## config.mk

```make
export PLATFORM = sky130hd
export DESIGN_NAME = stx_etx_text_frame_receiver_core
export DESIGN_NICKNAME = d
export VERILOG_FILES = /design/src/sv/stxrx_pkg.sv /design/src/sv/stxrx_regs.sv /design/src/sv/stxrx_step.sv /design/src/sv/stx_etx_text_frame_receiver_core.sv
export SDC_FILE = /design/constraint.sdc
export NUM_CORES = 1
export LEC_CHECK = 0
export BUFFER_PORTS_ARGS = -buffer_cell sky130_fd_sc_hd__buf_4
export CORE_AREA = 5 5 97 99
export DETAILED_ROUTE_END_ITERATION = 10
export DIE_AREA = 0 0 102 104
export PLACE_DENSITY = 0.64
export SLEW_MARGIN = 25
export SYNTH_ARGS = -nofsm -noshare
export SYNTH_HDL_FRONTEND = slang
export SYNTH_SLANG_ARGS = --single-unit
```

## constraint.sdc

```tcl
create_clock -name clk -period 2.03 [get_ports clk]
set_input_delay 0.203 -clock clk [delete_from_list [all_inputs] [get_ports clk]]
set_output_delay 0.203 -clock clk [all_outputs]
set_load 0.02 [all_outputs]
```

## src/sv/stxrx_pkg.sv

```systemverilog
package stxrx_pkg;

  localparam int unsigned BYTE_W = 8;
  localparam int unsigned STATUS_W = 3;
  localparam int unsigned LINE_W = 2;
  localparam int unsigned POS_W = 4;
  localparam int unsigned PHASE_W = 2;

  localparam logic [BYTE_W-1:0] START_CODE_RESET = 8'h02;
  localparam logic [BYTE_W-1:0] END_CODE_RESET = 8'h03;

  // register index, taken from paddr[2]
  localparam logic REG_START = 1'b0;
  localparam logic REG_END = 1'b1;

  localparam logic [PHASE_W-1:0] PH_HUNT = 2'd0;
  localparam logic [PHASE_W-1:0] PH_COLOR = 2'd1;
  localparam logic [PHASE_W-1:0] PH_TEXT = 2'd2;
  localparam logic [PHASE_W-1:0] PH_TERM = 2'd3;

  localparam logic [STATUS_W-1:0] ST_HUNT = 3'd0;
  localparam logic [STATUS_W-1:0] ST_RESTART = 3'd1;
  localparam logic [STATUS_W-1:0] ST_COLOR = 3'd2;
  localparam logic [STATUS_W-1:0] ST_CHAR = 3'd3;
  localparam logic [STATUS_W-1:0] ST_DONE = 3'd4;
  localparam logic [STATUS_W-1:0] ST_ABORT = 3'd5;
  localparam logic [STATUS_W-1:0] ST_DROP = 3'd6;

  typedef struct packed {
    logic [BYTE_W-1:0] start_code;
    logic [BYTE_W-1:0] end_code;
  } cfg_t;

  typedef struct packed {
    logic [STATUS_W-1:0] status;
    logic                char_write;
    logic [LINE_W-1:0]   line_number;
    logic [POS_W-1:0]    char_position;
    logic [BYTE_W-1:0]   char_value;
    logic [BYTE_W-1:0]   text_color;
  } res_t;

endpackage

```

## src/sv/stxrx_regs.sv

```systemverilog
module stxrx_regs (
  input  logic               clk,
  input  logic               rst,
  input  logic               psel,
  input  logic               penable,
  input  logic               pwrite,
  input  logic [2:0]         paddr,
  input  logic [31:0]        pwdata,
  output logic [31:0]        prdata,
  output logic               pready,
  output stxrx_pkg::cfg_t    cfg
);

  logic wr_en;

  assign pready = 1'b1;
  assign wr_en = psel && penable && pwrite;

  always_ff @(posedge clk) begin
    if (rst) begin
      cfg.start_code <= stxrx_pkg::START_CODE_RESET;
      cfg.end_code <= stxrx_pkg::END_CODE_RESET;
    end else if (wr_en) begin
      case (paddr[2])
        stxrx_pkg::REG_START: cfg.start_code <= pwdata[7:0];
        stxrx_pkg::REG_END: cfg.end_code <= pwdata[7:0];
        default: ;
      endcase
    end
  end

  always_comb begin
    case (paddr[2])
      stxrx_pkg::REG_START: prdata = {24'd0, cfg.start_code};
      stxrx_pkg::REG_END: prdata = {24'd0, cfg.end_code};
      default: prdata = 32'd0;
    endcase
  end

endmodule

```

## src/sv/stxrx_step.sv

```systemverilog
module stxrx_step #(
  parameter int unsigned CHARS_PER_LINE = 10,
  parameter int unsigned LINES = 4
) (
  input  logic            clk,
  input  logic            rst,
  input  logic            load,
  input  logic [7:0]      rx_byte,
  input  stxrx_pkg::cfg_t cfg,
  output stxrx_pkg::res_t res
);

  logic [1:0] phase, phase_next;
  logic [1:0] line_counter, line_counter_next;
  logic [3:0] position_counter, position_counter_next;
  logic [7:0] color_hold, color_hold_next;
  logic       is_start, is_end, pos_last, line_last;

  assign is_start = (rx_byte == cfg.start_code);
  assign is_end = (rx_byte == cfg.end_code);
  assign pos_last = ({1'b0, position_counter} + 5'd1) >= 5'(CHARS_PER_LINE);
  assign line_last = ({1'b0, line_counter} + 3'd1) >= 3'(LINES);

  always_comb begin
    phase_next = phase;
    line_counter_next = line_counter;
    position_counter_next = position_counter;
    color_hold_next = color_hold;
    res = '0;
    case (phase)
      stxrx_pkg::PH_HUNT: begin
        if (is_start) begin
          phase_next = stxrx_pkg::PH_COLOR;
          res.status = stxrx_pkg::ST_RESTART;
        end else begin
          res.status = stxrx_pkg::ST_HUNT;
        end
      end
      stxrx_pkg::PH_COLOR: begin
        if (is_start) begin
          res.status = stxrx_pkg::ST_RESTART;
        end else if (is_end) begin
          phase_next = stxrx_pkg::PH_HUNT;
          res.status = stxrx_pkg::ST_ABORT;
        end else begin
          color_hold_next = rx_byte;
          line_counter_next = '0;
          position_counter_next = '0;
          phase_next = stxrx_pkg::PH_TEXT;
          res.status = stxrx_pkg::ST_COLOR;
        end
      end
      stxrx_pkg::PH_TEXT: begin
        if (is_start) begin
          phase_next = stxrx_pkg::PH_COLOR;
          res.status = stxrx_pkg::ST_RESTART;
        end else if (is_end) begin
          phase_next = stxrx_pkg::PH_HUNT;
          res.status = stxrx_pkg::ST_ABORT;
        end else begin
          res.status = stxrx_pkg::ST_CHAR;
          res.char_write = 1'b1;
          res.line_number = line_counter;
          res.char_position = position_counter;
          res.char_value = rx_byte;
          if (pos_last) begin
            position_counter_next = '0;
            if (line_last) begin
              line_counter_next = '0;
              phase_next = stxrx_pkg::PH_TERM;
            end else begin
              line_counter_next = line_counter + 2'd1;
            end
          end else begin
            position_counter_next = position_counter + 4'd1;
          end
        end
      end
      default: begin
        if (is_start) begin
          phase_next = stxrx_pkg::PH_COLOR;
          res.status = stxrx_pkg::ST_RESTART;
        end else if (is_end) begin
          phase_next = stxrx_pkg::PH_HUNT;
          res.status = stxrx_pkg::ST_DONE;
        end else begin
          phase_next = stxrx_pkg::PH_HUNT;
          res.status = stxrx_pkg::ST_DROP;
        end
      end
    endcase
    res.text_color = color_hold_next;
  end

  always_ff @(posedge clk) begin
    if (rst) begin
      phase <= stxrx_pkg::PH_HUNT;
      line_counter <= '0;
      position_counter <= '0;
      color_hold <= '0;
    end else if (load) begin
      phase <= phase_next;
      line_counter <= line_counter_next;
      position_counter <= position_counter_next;
      color_hold <= color_hold_next;
    end
  end

endmodule

```

## src/sv/stx_etx_text_frame_receiver_core.sv

```systemverilog
// channel   handshake               payload
// rx        rx_valid / rx_stall     rx_byte
// result    res_valid / res_stall   status, char_write, line_number, char_position,
//                                   char_value, text_color
// config    apb psel/penable        paddr, pwdata, prdata
//
// one byte per cycle sustained while res_stall is low; from accept to result a byte passes
// the input register then the result register, with the phase machine between them
// rst is synchronous: phase hunting, counters and color cleared, codes 2 and 3
// a held result stalls only the input register; rx_stall rises once both are full
module stx_etx_text_frame_receiver_core #(
  parameter int unsigned CHARS_PER_LINE = 10,
  parameter int unsigned LINES = 4
) (
  input  logic        clk,
  input  logic        rst,
  input  logic        psel,
  input  logic        penable,
  input  logic        pwrite,
  input  logic [2:0]  paddr,
  input  logic [31:0] pwdata,
  output logic [31:0] prdata,
  output logic        pready,
  input  logic        rx_valid,
  output logic        rx_stall,
  input  logic [7:0]  rx_byte,
  output logic        res_valid,
  input  logic        res_stall,
  output logic [2:0]  status,
  output logic        char_write,
  output logic [1:0]  line_number,
  output logic [3:0]  char_position,
  output logic [7:0]  char_value,
  output logic [7:0]  text_color
);

  stxrx_pkg::cfg_t cfg;
  stxrx_pkg::res_t step_res;
  stxrx_pkg::res_t res;
  logic            hold_valid;
  logic [7:0]      hold_byte;
  logic            load;

  stxrx_regs u_regs (
    .clk     (clk),
    .rst     (rst),
    .psel    (psel),
    .penable (penable),
    .pwrite  (pwrite),
    .paddr   (paddr),
    .pwdata  (pwdata),
    .prdata  (prdata),
    .pready  (pready),
    .cfg     (cfg)
  );

  stxrx_step #(
    .CHARS_PER_LINE (CHARS_PER_LINE),
    .LINES          (LINES)
  ) u_step (
    .clk     (clk),
    .rst     (rst),
    .load    (load),
    .rx_byte (hold_byte),
    .cfg     (cfg),
    .res     (step_res)
  );

  assign load = hold_valid && (!res_valid || !res_stall);
  assign rx_stall = hold_valid && !load;

  always_ff @(posedge clk) begin
    if (rst) begin
      hold_valid <= 1'b0;
    end else if (rx_valid && !rx_stall) begin
      hold_valid <= 1'b1;
    end else if (load) begin
      hold_valid <= 1'b0;
    end
  end

  always_ff @(posedge clk) begin
    if (rx_valid && !rx_stall) begin
      hold_byte <= rx_byte;
    end
  end

  always_ff @(posedge clk) begin
    if (rst) begin
      res_valid <= 1'b0;
    end else if (load) begin
      res_valid <= 1'b1;
    end else if (!res_stall) begin
      res_valid <= 1'b0;
    end
  end

  always_ff @(posedge clk) begin
    if (load) begin
      res <= step_res;
    end
  end

  assign status = res.status;
  assign char_write = res.char_write;
  assign line_number = res.line_number;
  assign char_position = res.char_position;
  assign char_value = res.char_value;
  assign text_color = res.text_color;

endmodule

```

==> impl_metrics.tcl <==
set metrics [dict create \
    h-tree-depth 3 \
    min_path_cells 1 \
    leakagePower_nw 1.68 \
    holdPathEnd "hold_byte[6]" \
    grt_max_degree 30 \
    start_util 0.388 \
    hpwl_mm 4.94 \
    cts_root_buffer "clkbuf_8" \
    die_x_um 102 \
    post-route-min-period_ns 1.97 \
    fin_worst_skew_ns 0.0103 \
    worstSetupStartpointType "register" \
    crit_type "reg2reg" \
    yosysSeqAreaShare 0.519 \
    grt_antenna_before_repair 0 \
    avgSynthCellArea_um2 10.5 \
    vias 2383 \
    cts_sinks 68 \
    design.core.area_um2 8470 \
    yosys-top-cells-area "edfxtp_1, dfxtp_1, buf_4" \
    grt_util_all_layers 0.133 \
    seq_area_um2 1700 \
    p_per_area_nw_per_um2 716 \
    hp-class "in2reg" \
    numPortBuffers 59 \
    path_clk_slew_ns 0.09 \
    drive_gt1_frac 0.299 \
    grt_setup_unrepaired "true" \
    diodes 0 \
    place.gp.congestion 0.797 \
    die_h_um 104 \
    fin_ws_ns 0.0602 \
    drc_errors 0 \
    r2r_setup_slack_ns 0.06 \
    crit_fanout 8 \
    synth-main-ff-cell "edfxtp_1" \
    vdd_drop_max_mv 0.357 \
    timing.setup.tns_ns 0 \
    ff2ff_path_depth 5 \
    crit_arrival_ns 2.07 \
    reg2reg_from "hold_byte[3]" \
    dieArea_um2 10600 \
    synth_cell_types 44 \
    num-fill-cells 827 \
    syn_area_um2 3280 \
    min_period_over_period 0.970 \
    outcome "finished, final reports clean" \
    dr.pass1.iters 4 \
    syn_inst 311 \
    maxSlewHeadroom 0.587 \
    grt_pass1_vias 2313 \
    max_freq_mhz 508 \
    finalWirelength_mm 6.82 \
    worstMarginPinSlew_ns 0.617 \
    numCtsBuffers 9 \
    grt-ovfl-total 0 \
    clk_path_buf_depth 2 \
    hold_start "rx_byte[6]" \
    slew_viol_final 0 \
    syn2layout_area_growth_pct 24.4 \
    synthDominantAreaCellType "edfxtp_1" \
    rows 34 \
    io_pins 111 \
    drv_cap 0 \
    yosys_warnings 0 \
    async_flop_share 0 \
    hold_viol_final 0 \
    synth_edf_count 34 \
    multi_input_area_um2 1410 \
    ys_ff_latch 68 \
    required_ns 2.13 \
    fin_nets 446 \
    vias_per_cell 4.75 \
    yosysTopAreaCellShare 0.311 \
    final-setup-viol-count 0 \
    synth_common_cells "nand2_1, dfxtp_1, edfxtp_1" \
    dp_worst_setup_slack_ns 0.0346 \
    yosysMostFrequentCell "nand2_1" \
    cts_tree "done" \
    wl_per_cell_um 13.6 \
    critical_path.endpoint_type "register" \
    ant_nets 0 \
    drt_iter0_drc 129 \
    grt_pass1_wl_mm 11.2 \
    worstSkewPairLatency_ns 0.35 \
    rr_endpoint "text_color[1]" \
]
-- what timing repair did --
| action | CTS | global route |
|---|---|---|
| resized for setup | 0 | 4 |
| endpoints found under the setup margin | 0 | 20 |
| hold endpoints to repair | 0 | 2 |
| hold buffers | 0 | 2 |
| setup buffers | 0 | 2 |
-- worst max-delay path, stage by stage (launching register included) --
cell      delay (ns)
edfxtp_1        0.47
xnor2_1         0.18
nand4_1         0.15
or2_1           0.32
nand3_2         0.23
mux2_2          0.36
-- sequential cells by signal (all words and copies together) (netlist names) --
register,count
text_color,8
u_step.color_hold,8
res_valid,1
hold_byte,8
char_write,1
char_position,4
u_step.position_counter,4
u_step.phase,2
status,3
u_step.line_counter,2
line_number,2
char_value,8
hold_valid,1
u_regs.cfg,16
-- cell families (layout without fill, tap and decap cells) --
family	count (synthesis)	count (layout)	synth area share
flip-flops	68	68	0.519
adder cells (fa/ha/maj)	7	7	0.0267
other	2	25	0.00229
AND/OR/NAND/NOR	107	107	0.159
AO/OA/AOI/OAI	39	39	0.0767
XOR/XNOR	17	17	0.0454
multiplexers	27	27	0.0885
buffers and inverters	44	104	0.0824
-- power breakdown --
part / switching [W] / internal [W]
Clock: 0.000569 / 0.000584
Combinational: 0.000161 / 0.000107
Sequential: 0.0000244 / 0.00148
Total: 0.000755 / 0.00217
-- layer usage --
layer	wire length (µm)	part of all wire	GRT usage
met5	0	0	0
met3	459	0.067	0.0396
met4	111	0.016	0.0572
met2	3060	0.45	0.194
met1	3190	0.47	0.182
-- worst max-delay path by stage --
stage | cells after the start | from | to
final | 5 | hold_byte[3] | text_color[1]
after global routing | 7 | hold_byte[3] | u_step.color_hold[2]
after CTS | 8 | u_step.position_counter[1] | u_step.phase[1]
after detailed placement | 8 | u_step.position_counter[1] | u_step.phase[0]
after global placement | 8 | u_step.position_counter[1] | u_step.phase[0]
after floorplan | 6 | res_valid | u_step.color_hold[0]
-- cells in the final DEF, fill, tap and decap left out, drive strengths merged, types with 2 or more instances in the layout --
| cell | count |
|---|---|
| mux2 | 16 |
| nor2 | 19 |
| a21oi | 19 |
| or3 | 2 |
| o21ai | 4 |
| mux2i | 11 |
| o21a | 2 |
| nor4 | 2 |
| o41ai | 4 |
| conb | 25 |
| nand4 | 6 |
| nand3 | 8 |
| dlygate4sd3 | 2 |
| nor3 | 8 |
| and2 | 12 |
| or2 | 2 |
| dfxtp | 34 |
| or4 | 2 |
| o311ai | 4 |
| nand2b | 2 |
| clkinvlp | 2 |
| clkbuf | 9 |
| nand2 | 40 |
| buf | 78 |
| inv | 11 |
| edfxtp | 34 |
| ha | 7 |
| xnor2 | 17 |
| nor2b | 2 |
| a211oi | 2 |
-- layout make-up --
cell class | count | share of cell area
Clock inverter | 7 | 0.0196
Sequential cell | 68 | 0.417
Timing Repair Buffer | 80 | 0.148
Clock buffer | 9 | 0.0303
Inverter | 8 | 0.00736
Multi-Input combinational cell | 222 | 0.344
Tap cell | 108 | 0.0331
-- through the flow --
step           total power [W]  hold WS [ns]  cell area, µm²  instances  utilization
2_1_floorplan          0.00172         0.302            3370        334            -
3_3_place_gp           0.00179         0.384            3830        482        0.453
3_5_place_dp           0.00180         0.383            3830        482        0.453
4_1_cts                0.00295       0.00576            4040        498        0.477
5_1_grt                0.00305      0.000189            4080        502        0.482
6_report               0.00292        0.0248            4080        502        0.482
No activity file was read; power rests on OpenSTA's default activity.
